==> src/rtl/core/pwm_tone_generator_macros.svh <==
// ----------------------------------------------------------------------------
// pwm_tone_generator assertion macros
// Shared concurrent assertion forms for the tone generator RTL.
// ----------------------------------------------------------------------------
`ifndef PWM_TONE_GENERATOR_MACROS_SVH
`define PWM_TONE_GENERATOR_MACROS_SVH

// Same-cycle implication.
`define PWMT_ASSERT_IMP(label, clk, rst, ante, cons) \
  label: assert property (@(posedge clk) disable iff (rst) (ante) |-> (cons)) \
    else $error("pwmt assertion failed");

// Next-cycle implication.
`define PWMT_ASSERT_NXT(label, clk, rst, ante, cons) \
  label: assert property (@(posedge clk) disable iff (rst) (ante) |=> (cons)) \
    else $error("pwmt assertion failed");

`endif

==> src/rtl/core/pwmt_pkg.sv <==
// ----------------------------------------------------------------------------
// pwmt_pkg
// Types, codes and constants shared by the tone generator modules.
// ----------------------------------------------------------------------------
package pwmt_pkg;

  localparam int TICKS_PER_SECOND_DEF = 1000000;

  localparam int FREQ_MIN  = 10;
  localparam int FREQ_MAX  = 5000;
  localparam int VOL_MAX   = 100;
  localparam int DUTY_DIV  = 200;
  localparam int MS_PER_S  = 1000;
  localparam int DUR_MAX   = 65535;

  localparam int FREQ_W = 13;   // holds FREQ_MAX
  localparam int VOL_W  = 7;    // holds VOL_MAX
  localparam int DUR_W  = 16;

  localparam int QDEPTH = 2;

  // request kinds
  localparam logic [1:0] KIND_TICK = 2'd0;
  localparam logic [1:0] KIND_PLAY = 2'd1;
  localparam logic [1:0] KIND_STOP = 2'd2;

  typedef enum logic [1:0] {
    OP_TICK,
    OP_PLAY,
    OP_STOP,
    OP_NOP
  } op_t;

  typedef struct packed {
    logic [1:0]  kind;
    logic [15:0] duration_ms;
    logic [15:0] frequency_hz;
    logic [7:0]  volume_pct;
  } req_t;

  typedef struct packed {
    logic pin_level;
    logic busy_res;
  } rsp_t;

  // classified and clamped command held in the queue
  typedef struct packed {
    op_t               op;
    logic [DUR_W-1:0]  dur;
    logic [FREQ_W-1:0] freq;
    logic [VOL_W-1:0]  vol;
  } cmd_t;

endpackage

==> src/rtl/core/pwmt_front.sv <==
// ----------------------------------------------------------------------------
// pwmt_front
// Accepts requests, decodes the kind, clamps frequency and volume and
// queues the resulting command for the back end.
// ----------------------------------------------------------------------------
module pwmt_front (
  input  logic           clk,
  input  logic           rst,
  input  logic           req_valid,
  output logic           req_stall,
  input  pwmt_pkg::req_t req_data,
  output pwmt_pkg::cmd_t head,
  output logic           head_valid,
  input  logic           pop
);
  import pwmt_pkg::*;

  localparam int QPTR_W = (QDEPTH > 1) ? $clog2(QDEPTH) : 1;
  localparam int QCNT_W = $clog2(QDEPTH + 1);

  cmd_t              q_mem [QDEPTH];
  logic [QPTR_W-1:0] wr_ptr;
  logic [QPTR_W-1:0] rd_ptr;
  logic [QCNT_W-1:0] count;
  cmd_t              cmd;
  logic              push;

  // decode and clamp
  always_comb begin
    cmd.dur = req_data.duration_ms;
    unique case (req_data.kind)
      KIND_TICK: cmd.op = OP_TICK;
      KIND_PLAY: cmd.op = OP_PLAY;
      KIND_STOP: cmd.op = OP_STOP;
      default:   cmd.op = OP_NOP;
    endcase
    if (req_data.frequency_hz < 16'(FREQ_MIN)) begin
      cmd.freq = FREQ_W'(FREQ_MIN);
    end else if (req_data.frequency_hz > 16'(FREQ_MAX)) begin
      cmd.freq = FREQ_W'(FREQ_MAX);
    end else begin
      cmd.freq = req_data.frequency_hz[FREQ_W-1:0];
    end
    if (req_data.volume_pct > 8'(VOL_MAX)) begin
      cmd.vol = VOL_W'(VOL_MAX);
    end else begin
      cmd.vol = req_data.volume_pct[VOL_W-1:0];
    end
  end

  assign req_stall  = (count == QCNT_W'(QDEPTH));
  assign push       = req_valid && !req_stall;
  assign head_valid = (count != '0);
  assign head       = q_mem[rd_ptr];

  always_ff @(posedge clk) begin
    if (push) begin
      q_mem[wr_ptr] <= cmd;
    end
  end

  always_ff @(posedge clk) begin
    if (rst) begin
      wr_ptr <= '0;
      rd_ptr <= '0;
      count  <= '0;
    end else begin
      if (push) begin
        wr_ptr <= (wr_ptr == QPTR_W'(QDEPTH - 1)) ? '0 : wr_ptr + 1'b1;
      end
      if (pop) begin
        rd_ptr <= (rd_ptr == QPTR_W'(QDEPTH - 1)) ? '0 : rd_ptr + 1'b1;
      end
      if (push && !pop) begin
        count <= count + 1'b1;
      end else if (pop && !push) begin
        count <= count - 1'b1;
      end
    end
  end

endmodule

==> src/rtl/core/pwmt_div.sv <==
// ----------------------------------------------------------------------------
// pwmt_div
// Restoring unsigned divider, one quotient bit per cycle.
// ----------------------------------------------------------------------------
module pwmt_div #(
  parameter int DW = 27,
  parameter int VW = 20
) (
  input  logic          clk,
  input  logic          rst,
  input  logic          start,
  input  logic [DW-1:0] dividend,
  input  logic [VW-1:0] divisor,
  output logic          done,
  output logic [DW-1:0] quotient
);

  localparam int CNT_W = $clog2(DW + 1);

  logic [DW-1:0]    dq;
  logic [VW-1:0]    rem;
  logic [VW-1:0]    dvs;
  logic [CNT_W-1:0] cnt;
  logic             busy;
  logic [VW:0]      rem_sh;
  logic [VW:0]      rem_sub;
  logic             ge;

  assign rem_sh   = {rem, dq[DW-1]};
  assign rem_sub  = rem_sh - {1'b0, dvs};
  assign ge       = (rem_sh >= {1'b0, dvs});
  assign quotient = dq;

  always_ff @(posedge clk) begin
    if (start) begin
      dq  <= dividend;
      rem <= '0;
      dvs <= divisor;
    end else if (busy) begin
      rem <= ge ? rem_sub[VW-1:0] : rem_sh[VW-1:0];
      dq  <= {dq[DW-2:0], ge};
    end
  end

  always_ff @(posedge clk) begin
    if (rst) begin
      busy <= 1'b0;
      done <= 1'b0;
      cnt  <= '0;
    end else begin
      done <= 1'b0;
      if (start) begin
        busy <= 1'b1;
        cnt  <= CNT_W'(DW);
      end else if (busy) begin
        cnt <= cnt - 1'b1;
        if (cnt == CNT_W'(1)) begin
          busy <= 1'b0;
          done <= 1'b1;
        end
      end
    end
  end

endmodule

==> src/rtl/core/pwmt_back.sv <==
// ----------------------------------------------------------------------------
// pwmt_back
// Executes queued commands: tick stepping of the tone, stop, answers to
// unused kinds, and the play setup sequence of two divisions and a duty
// scale; drives the response register.
// ----------------------------------------------------------------------------
`include "pwm_tone_generator_macros.svh"

module pwmt_back #(
  parameter int TICKS_PER_SECOND = pwmt_pkg::TICKS_PER_SECOND_DEF
) (
  input  logic           clk,
  input  logic           rst,
  input  pwmt_pkg::cmd_t head,
  input  logic           head_valid,
  output logic           pop,
  output logic           rsp_valid,
  input  logic           rsp_stall,
  output pwmt_pkg::rsp_t rsp_data
);
  import pwmt_pkg::*;

  localparam int TPM      = TICKS_PER_SECOND / MS_PER_S;
  localparam int PMAX     = TICKS_PER_SECOND / FREQ_MIN;
  localparam int PMIN     = TICKS_PER_SECOND / FREQ_MAX;
  localparam int PERIOD_W = $clog2(PMAX + 1);
  localparam int HIGH_W   = PERIOD_W - 1;
  localparam int DT_W     = $clog2(DUR_MAX * TPM + 1);
  localparam int CYC_W    = $clog2(DUR_MAX * TPM / PMIN + 1);
  localparam int PROD_W   = PERIOD_W + VOL_W;
  localparam int TPS_W    = $clog2(TICKS_PER_SECOND + 1);
  localparam int DW_A     = (DT_W > PROD_W) ? DT_W : PROD_W;
  localparam int DW       = (DW_A > TPS_W) ? DW_A : TPS_W;
  localparam int VW_A     = (PERIOD_W > FREQ_W) ? PERIOD_W : FREQ_W;
  localparam int VW       = (VW_A > 8) ? VW_A : 8;

  // 200 = 8 * 25: drop the 8 with a shift, then multiply by a rounded-up
  // reciprocal of 25 that is exact over the whole product range
  localparam int     DUTY_SH    = 3;
  localparam int     DUTY_ODD   = DUTY_DIV >> DUTY_SH;
  localparam int     RECIP_SH   = PROD_W + 2;
  localparam int     RECIP_W    = RECIP_SH - 4;
  localparam longint RECIP_ODD  = ((longint'(1) <<< RECIP_SH) + DUTY_ODD - 1) / DUTY_ODD;
  localparam int     HPROD_W    = PROD_W - DUTY_SH + RECIP_W;

  typedef enum logic [2:0] {
    ST_IDLE,
    ST_DIV_P,
    ST_MUL_H,
    ST_DIV_H,
    ST_DIV_C
  } state_t;

  state_t              state;
  logic [PERIOD_W-1:0] period_us;
  logic [HIGH_W-1:0]   high_time_us;
  logic [CYC_W-1:0]    cycles_total;
  logic [PERIOD_W-1:0] phase_us;
  logic [CYC_W-1:0]    cycles_done;
  logic                playing;

  logic [PERIOD_W-1:0] period_new;
  logic [HIGH_W-1:0]   high_new;
  logic [DT_W-1:0]     dur_ticks;
  logic [VOL_W-1:0]    vol_c;
  logic [PROD_W-1:0]   duty_prod;
  logic [HPROD_W-1:0]  duty_scaled;

  logic                div_start;
  logic [DW-1:0]       div_dividend;
  logic [VW-1:0]       div_divisor;
  logic                div_done;
  logic [DW-1:0]       div_quot;

  logic                tick_level;
  logic [PERIOD_W-1:0] phase_inc;
  logic [CYC_W-1:0]    done_inc;
  logic                wrap;
  logic                finish;

  pwmt_div #(
    .DW (DW),
    .VW (VW)
  ) u_div (
    .clk      (clk),
    .rst      (rst),
    .start    (div_start),
    .dividend (div_dividend),
    .divisor  (div_divisor),
    .done     (div_done),
    .quotient (div_quot)
  );

  assign pop = head_valid && (state == ST_IDLE) && (!rsp_valid || !rsp_stall);

  // tick step of the running tone
  assign tick_level = playing && (phase_us < {1'b0, high_time_us});
  assign phase_inc  = phase_us + 1'b1;
  assign wrap       = (phase_inc >= period_us);
  assign done_inc   = cycles_done + 1'b1;
  assign finish     = wrap && (done_inc >= cycles_total);

  // duty scale: high time = period * volume / 200
  assign duty_scaled = HPROD_W'(duty_prod[PROD_W-1:DUTY_SH]) * HPROD_W'(RECIP_ODD);

  always_ff @(posedge clk) begin
    if (rst) begin
      state        <= ST_IDLE;
      rsp_valid    <= 1'b0;
      playing      <= 1'b0;
      period_us    <= '0;
      high_time_us <= '0;
      cycles_total <= '0;
      phase_us     <= '0;
      cycles_done  <= '0;
      div_start    <= 1'b0;
    end else begin
      div_start <= 1'b0;
      if (rsp_valid && !rsp_stall) begin
        rsp_valid <= 1'b0;
      end
      unique case (state)
        ST_IDLE: begin
          if (pop) begin
            unique case (head.op)
              OP_TICK: begin
                rsp_valid          <= 1'b1;
                rsp_data.pin_level <= tick_level;
                rsp_data.busy_res  <= playing && !finish;
                if (playing) begin
                  phase_us <= wrap ? '0 : phase_inc;
                  if (wrap) begin
                    cycles_done <= done_inc;
                  end
                  if (finish) begin
                    playing <= 1'b0;
                  end
                end
              end
              OP_PLAY: begin
                dur_ticks    <= DT_W'(head.dur) * DT_W'(TPM);
                vol_c        <= head.vol;
                div_dividend <= DW'(TICKS_PER_SECOND);
                div_divisor  <= VW'(head.freq);
                div_start    <= 1'b1;
                state        <= ST_DIV_P;
              end
              OP_STOP: begin
                playing            <= 1'b0;
                phase_us           <= '0;
                cycles_done        <= '0;
                rsp_valid          <= 1'b1;
                rsp_data.pin_level <= 1'b0;
                rsp_data.busy_res  <= 1'b0;
              end
              OP_NOP: begin
                rsp_valid          <= 1'b1;
                rsp_data.pin_level <= 1'b0;
                rsp_data.busy_res  <= playing;
              end
            endcase
          end
        end
        ST_DIV_P: begin
          if (div_done) begin
            period_new <= div_quot[PERIOD_W-1:0];
            state      <= ST_MUL_H;
          end
        end
        ST_MUL_H: begin
          duty_prod <= PROD_W'(period_new) * PROD_W'(vol_c);
          state     <= ST_DIV_H;
        end
        ST_DIV_H: begin
          high_new     <= duty_scaled[RECIP_SH +: HIGH_W];
          div_dividend <= DW'(dur_ticks);
          div_divisor  <= VW'(period_new);
          div_start    <= 1'b1;
          state        <= ST_DIV_C;
        end
        ST_DIV_C: begin
          if (div_done) begin
            period_us          <= period_new;
            high_time_us       <= high_new;
            cycles_total       <= div_quot[CYC_W-1:0];
            phase_us           <= '0;
            cycles_done        <= '0;
            playing            <= (div_quot != '0);
            rsp_valid          <= 1'b1;
            rsp_data.pin_level <= 1'b0;
            rsp_data.busy_res  <= (div_quot != '0);
            state              <= ST_IDLE;
          end
        end
        default: begin
          state <= ST_IDLE;
        end
      endcase
    end
  end

  `PWMT_ASSERT_IMP(a_phase_in_period, clk, rst, playing, phase_us < period_us)
  `PWMT_ASSERT_IMP(a_cycles_in_range, clk, rst, playing, cycles_done < cycles_total)
  `PWMT_ASSERT_IMP(a_done_in_setup, clk, rst, div_done, state != ST_IDLE)
  `PWMT_ASSERT_NXT(a_play_answers, clk, rst, (state == ST_DIV_C) && div_done, rsp_valid)

endmodule

==> src/rtl/core/pwm_tone_generator.sv <==
// Tick, stop and unused-kind requests pass the queue, then the response register.
// A play is answered once its setup is done: two runs of one radix-2 divider
//   (period, cycle count) plus the duty scale.
// Throughput: one tick request per cycle while rsp_stall is low; a play holds the
//   back end for its whole setup while the two-entry queue takes up to two more requests.
// Reset: synchronous, active high; tone idle, queue and response register empty.
// ----------------------------------------------------------------------------
// pwm_tone_generator
// Buzzer tone generator stepped by one-microsecond tick requests.
// ----------------------------------------------------------------------------
module pwm_tone_generator #(
  parameter int TICKS_PER_SECOND = pwmt_pkg::TICKS_PER_SECOND_DEF
) (
  input  logic           clk,
  input  logic           rst,
  // request channel
  input  logic           req_valid,
  output logic           req_stall,
  input  pwmt_pkg::req_t req_data,
  // response channel, one response per request
  output logic           rsp_valid,
  input  logic           rsp_stall,
  output pwmt_pkg::rsp_t rsp_data
);
  import pwmt_pkg::*;

  // Front end: decode kind, clamp frequency to 10..5000 Hz and volume to
  // 0..100 percent, and hold the command in a small queue so request intake
  // goes on during a running play setup until the queue is full.
  cmd_t head;
  logic head_valid;
  logic pop;

  pwmt_front u_front (
    .clk        (clk),
    .rst        (rst),
    .req_valid  (req_valid),
    .req_stall  (req_stall),
    .req_data   (req_data),
    .head       (head),
    .head_valid (head_valid),
    .pop        (pop)
  );

  // Back end: advance the tone on each tick, drop it on stop, and on play
  // compute period and cycle count with the shared divider and the high
  // time with a reciprocal multiply before restarting the tone. Results
  // land in a response register that frees itself in the same cycle it is
  // taken, so the next command can issue without a bubble.
  pwmt_back #(
    .TICKS_PER_SECOND (TICKS_PER_SECOND)
  ) u_back (
    .clk        (clk),
    .rst        (rst),
    .head       (head),
    .head_valid (head_valid),
    .pop        (pop),
    .rsp_valid  (rsp_valid),
    .rsp_stall  (rsp_stall),
    .rsp_data   (rsp_data)
  );

endmodule
==> config.mk <==
export PLATFORM = sky130hd
export DESIGN_NAME = pwm_tone_generator
export DESIGN_NICKNAME = d
export VERILOG_FILES = /design/src/rtl/core/pwmt_pkg.sv /design/src/rtl/core/pwmt_front.sv /design/src/rtl/core/pwmt_div.sv /design/src/rtl/core/pwmt_back.sv /design/src/rtl/core/pwm_tone_generator.sv
export VERILOG_INCLUDE_DIRS = /design/src /design/src/rtl/core
export SDC_FILE = /design/constraint.sdc
export NUM_CORES = 1
export LEC_CHECK = 0
export BUFFER_PORTS_ARGS = -buffer_cell sky130_fd_sc_hd__buf_2
export CAP_MARGIN = 0
export CORE_MARGIN = 8
export CORE_UTILIZATION = 60
export DETAILED_ROUTE_END_ITERATION = 10
export PLACE_DENSITY = 0.8
export SYNTH_ARGS = -nofsm -noshare
export SYNTH_HDL_FRONTEND = slang
export SYNTH_SLANG_ARGS = --single-unit
==> constraint.sdc <==
create_clock -name clk -period 18.7 [get_ports clk]
set_input_delay 2.805 -clock clk [delete_from_list [all_inputs] [get_ports clk]]
set_output_delay 2.805 -clock clk [all_outputs]
set_load 0.01 [all_outputs]
Word level (Yosys, flattened, before mapping)
Memories as Yosys holds them, arrays and structs flattened. A register that Yosys moved wholly into a read port is not among the register bits.
Index checks and enable logic that the tools add are counted.
Word-level totals
  flip-flop bits (word level): 297
  memory bits (writable): 76
  bits of input ports: 46
  logic and storage cells: 169
  memories: 1
Operators by class
  $add $sub $neg: 8
  multipliers: 3
  $lt $le $gt $ge: 7
  equality and inequality tests: 19
  multiplexer cells: 62
  bitwise logic cells: 2
  reductions and logical operators: 39
Memories
  u_front.q_mem: words 2, width 38, rd ports 1, clocked after memory_dff 1, write ports 1, line pwmt_front.sv:21  | cmd_t q_mem [QDEPTH];
Operators by type and width (count)
  17-bit two-way mux: 7
  26-bit two-way mux: 4
  17-bit case mux with 2 select lines: 3
  19-bit two-way mux: 4
  19-bit case mux with 2 select lines: 2
  26-bit case mux with 2 select lines: 1
  21-bit by 22-bit multiplier with 42-bit output, second input constant: 1
  13-bit two-way mux: 2
  26-bit nonzero test: 1
  17-bit by 7-bit multiplier with 24-bit output: 1
  16-bit by 7-bit multiplier with 23-bit output, second input constant: 1
  1-bit two-way mux: 20
  19-bit by 1-bit adder with 19-bit output, second input constant: 1
  19-bit >= comparator: 1
  18-bit by 17-bit >= comparator with 1-bit output: 1
  17-bit by 1-bit adder with 17-bit output, second input constant: 1
  17-bit >= comparator: 1
  17-bit by 16-bit < comparator with 1-bit output: 1
  17-bit subtractor: 1
  16-bit by 13-bit > comparator with 1-bit output, second input constant: 1
  16-bit by 4-bit < comparator with 1-bit output, second input constant: 1
  4-bit AND reduction: 4
  3-bit case mux with 5 select lines: 1
  3-bit two-way mux: 4
  34 further kinds: 75

Longest topological paths before layout
  depth in word-level cells: 8
  mapped depth: 26
  mapped depth without buffers: 26

Hierarchy
A second synthesis with hierarchy kept.
Unflattened totals
  cells, all modules: 2770
  area, all modules: 29597.1 um2
By module, submodules not included
  pwmt_back: times used 1, cells an instance 2249, area each 22714.3 um2
  pwmt_div: times used 1, cells an instance 330, area each 3654.8 um2
  pwmt_front: times used 1, cells an instance 191, area each 3228.1 um2

Least setup slack after synthesis
Ideal clock, no wire load.
  kind: reg-to-reg
  start: reg u_back.duty_prod[7]
  end: reg u_back.high_new[15], data pin
  library setup time: 260 ps
  arrival time: 6234 ps
  data required time: 18440 ps
  slack: 12206 ps
  cell stages (with the launch flop): 23
  buffers on the path: 0
  period minus slack after synthesis: 6494 ps
  path through: edfxtp_1 > inv_1 > fa_1 > fa_1 > fa_1 > fa_1 > fa_1 > inv_1 > fa_1 > inv_1 > fa_1 > inv_1 > ha_1 > a21oi_1 > nor3b_1 > o311ai_0 > o211ai_1 > o41ai_4 > a21oi_4 > nand4_1 > nand4b_1 > a21oi_1 > xnor2_1
On the way
  word-level cells in the longest chain between the ends: 1
RTL lines
  start: declaration: line pwmt_back.sv:66  | logic [PROD_W-1:0] duty_prod;
  start signal: assignment: line pwmt_back.sv:171  | duty_prod <= PROD_W'(period_new) * PROD_W'(vol_c);
  21-bit by 22-bit multiplier with 42-bit output: line pwmt_back.sv:104  | assign duty_scaled = HPROD_W'(duty_prod[PROD_W-1:DUTY_SH]) * HPROD_W'(RECIP_ODD);
  named net u_back.duty_scaled[41]: line pwmt_back.sv:67  | logic [HPROD_W-1:0] duty_scaled;
  end signal: assignment: line pwmt_back.sv:175  | high_new <= duty_scaled[RECIP_SH +: HIGH_W];
  end: declaration: line pwmt_back.sv:63  | logic [HIGH_W-1:0] high_new;
The timed path passes the listed nets, and every way through them passes these cells.
A chain may end at the register's enable or synchronous reset.

Worst setup path after layout
Ends and elaborated chain as after synthesis.

==> flow_metrics.py <==
metrics = {
    "timing": {
        "fin_crit_sh_pct": 39.2,
        "slew_violations": 0,
        "fin_skew_ps": 25.6,
        "period_needed_ps": 7330,
        "tns_ps": 0,
        "rsz0062_at_grt": "false",
        "setup_viol": 0,
        "whs_ps": 419,
        "layout_setup_ws_ps": 11370,
        "relSlewSlack_pct": 14.3,
        "hold_viol": 0,
        "fmax_ghz": 0.136,
        "tightest_slew_ps": 1280,
    },
    "finish": {
        "nets": 3481,
        "fill_cells": 3703,
        "layout_common_cells": "inv_1 (443), ha_1 (368), fa_1 (284), nand2_1 (266), edfxtp_1 (245)",
        "n_antenna_cell": 0,
        "syn2layout_area_growth_pct": 7.28,
        "mostFrequentLayoutCell": "inv_1",
        "drive_gt1_share_pct": 7.57,
        "instances_no_fill": 3479,
    },
    "route": {
        "route.detailed.wl_per_inst_um": 17.9,
        "drc": 0,
        "vias": 19500,
        "ant_nets": 0,
        "routed_wl_mm": 62.3,
        "first_pass_iters": 5,
        "viasPerCell": 5.60,
        "drt-initial-drc-count": 1254,
    },
    "floorplanning": {
        "fp.dieW_um": 238,
        "ios": 50,
        "rows": 81,
        "start_util_pct": 60.5,
        "fp.dieH_um": 238,
        "core_area_um2": 48700,
        "dieArea_um2": 56500,
    },
    "global_route": {
        "grt_max_degree": 65,
        "grt_pass1_wl_mm": 103,
        "track_usage_pct": 22.3,
        "antenna_found_initial": 1,
        "grt_pass1_vias": 20600,
        "grt_remaining_overflow": 0,
    },
    "yosys": {
        "synth_top_area_share_pct": 25.0,
        "synth-seq-cells": 368,
        "avgSynthCellArea_um2": 10.7,
        "synth-edff-count": 245,
        "synth_compound_area_share_pct": 8.19,
        "synth_xor_area_share_pct": 3.15,
        "synthSimpleGateAreaFrac_pct": 10.7,
        "async_reset_ff_share_pct": 0,
        "ys_seq_area_share_pct": 33.3,
        "synthMuxAreaShare_pct": 2.77,
        "synthDistinctLibCells": 77,
        "yosysTopAreaCell": "edfxtp_1",
        "yosys_warnings": 0,
        "syn_inst": 2766,
        "synth.area.top_cells": "edfxtp_1 (25%), fa_1 (19%), ha_1 (16%), dfxtp_1 (8.4%), inv_1 (5.6%)",
        "syn-cell-area_um2": 29500,
        "synth_nets": 3464,
        "yosys.area_share.adder_pct": 34.9,
        "yosys_most_used_dff": "edfxtp_1",
        "synth_top_family_by_area": "adder cells",
    },
    "outcome": {
        "outcome": "complete, no violations",
    },
    "cts": {
        "hold_buffers": 0,
        "cts_tree": "yes",
        "cts_max_level": 2,
        "clk_pin_slew_ps": 60,
        "post_cts_buffers": 0,
        "cts_buffers": 41,
        "cts_resized": 0,
        "clockBufferDepth": 3,
        "clock_sinks": 368,
        "clock_latency_ps": 570,
        "root_buffer": "clkbuf_16",
    },
    "setup_path": {
        "reg2reg_slack_ps": 11370,
        "worst-path-max-fanout": 7,
        "r2r_cells": 22,
        "path_cells": "inv_1, fa_1, fa_1, fa_1, fa_1, fa_1, inv_1, fa_1, inv_1, fa_1, inv_1, ha_1, a21oi_1, nor3b_1, o311ai_0, o211ai_1, o41ai_4, a21oi_4, nand4_1, nand4b_1, a21oi_1, xnor2_1",
        "rr_endpoint": "u_back.high_new[15]",
        "r2r-start": "u_back.duty_prod[7]",
        "path_common_cell": "fa_1",
        "max_stage_delay_ps": 590,
        "slowest_stage": "fa_1",
        "end_kind": "flop",
        "startpoint_type": "flop",
        "cp.required_ps": 19000,
        "critPathArrivalTime_ps": 7630,
        "critPathKind": "reg -> reg",
    },
    "placement": {
        "dp_hpwl_mm": 48.4,
        "place_ws_ps": 11450,
        "portBuffers": 49,
        "dp.cells": 3404,
        "routabilityCongestion": 0.905,
    },
    "pwr": {
        "powerDensity_nw_per_um2": 176,
        "peakVddDrop_mv": 0.378,
        "leakage_nw": 13.7,
    },
    "run": {
        "maxCapViolCount": 0,
    },
    "min_path": {
        "min_to": "u_back.u_div.dvs[6]",
        "hp-start": "u_back.div_divisor[6]",
        "hold_depth": 0,
        "min_path_type": "reg -> reg",
    },
}
==> worst max-delay path, delay by kind of cell (launching register included) <==
kind,cells,cell delay [ps]
fa+ha+maj,8,3870
xor+xnor,1,90
flops,1,540
compound gates,6,1890
buf+inv,4,320
simple gates,3,360
==> power breakdown <==
group          leakage [nW]  internal [mW]  total, mW  switching (mW)
Clock                 0.621          0.450      0.785           0.335
Sequential             3.20           1.20       1.25          0.0568
Combinational          9.93           1.59       3.53            1.94
==> layout make-up <==
class / instances / area [um2] / share of cell area, %
clock buffer: 57 / 1120 / 3.53
clock inverter: 18 / 181 / 0.574
inverter: 445 / 1670 / 5.28
multi-input combinational: 1867 / 17700 / 55.9
sequential: 368 / 9820 / 31.1
tap: 664 / 831 / 2.63
timing repair buffer: 60 / 330 / 1.04
==> routing by layer <==
metal  track usage (%)  vias to the layer above  share of wire (%)
met4              7.00                        2                2.8
li1                  -                     9281                  -
met2              38.5                      484                 49
met1              28.9                     9594                 43
met5                 0                        -              0.026
met3              3.09                      131                4.9
==> cell usage after synthesis, drive strengths merged (8+ instances only) <==
cell type / count
inv: 445
ha: 368
fa: 284
nand2: 266
edfxtp: 245
a21oi: 159
dfxtp: 123
nor2: 123
clkbuf: 69
xnor2: 68
o21ai: 67
and2: 63
mux2: 45
xor2: 38
mux2i: 31
nand3: 29
a21o: 27
or3: 26
nor3: 25
and3: 21
o21a: 19
a211oi: 18
buf: 17
nor2b: 17
or2: 17
o31ai: 14
nand2b: 13
nand4: 13
o211ai: 11
nor4: 10
o21bai: 10
a2111oi: 8
and4: 8
or4b: 8
==> sequential cells by signal (all words and copies together) (netlist names), 2 cells and up, named ones only <==
signal,cells
u_back.vol_c,7
u_back.u_div.rem,17
u_back.high_time_us,16
u_back.rsp_data,2
u_front.q_mem,76
u_back.period_new,17
u_back.state,3
u_back.u_div.dvs,17
u_back.u_div.cnt,5
u_back.duty_prod,21
u_back.phase_us,17
u_back.dur_ticks,23
u_back.period_us,17
u_back.div_dividend,23
u_back.div_divisor,17
u_back.high_new,16
u_back.cycles_done,19
u_front.count,2
u_back.cycles_total,19
u_back.u_div.quotient,26
==> worst max-delay path by stage <==
| stage | start | end | depth (start not counted) |
|---|---|---|---|
| CTS | u_back.duty_prod[7] | u_back.high_new[15] | 22 |
| floorplan | u_back.duty_prod[7] | u_back.high_new[15] | 22 |
| global route | u_back.duty_prod[7] | u_back.high_new[15] | 22 |
| detailed placement | u_back.duty_prod[7] | u_back.high_new[15] | 22 |
| finish | u_back.duty_prod[7] | u_back.high_new[15] | 22 |
| global placement | u_back.duty_prod[7] | u_back.high_new[15] | 22 |
==> per-stage QoR <==
step | total power [mW] | instance area [um2] | util, %
3_5_place_dp | 4.76 | 30300 | 62.2
5_1_grt | 6.04 | 31600 | 64.9
2_1_floorplan | 4.06 | 29500 | -
3_3_place_gp | 4.59 | 30300 | 62.2
4_1_cts | 5.57 | 31600 | 64.9
6_report | 5.56 | 31600 | 64.9
==> kinds of logic after synthesis <==
| kind of cell | after synthesis |
|---|---|
| muxes | 76 |
| AOI/OAI and AO/OA | 376 |
| adders and majority gates | 652 |
| xor gates and xnor gates | 106 |
| buffers and inverters | 531 |
| DFF | 368 |
| and+or+nand+nor | 657 |
No activity file was read; power rests on OpenSTA's default activity.
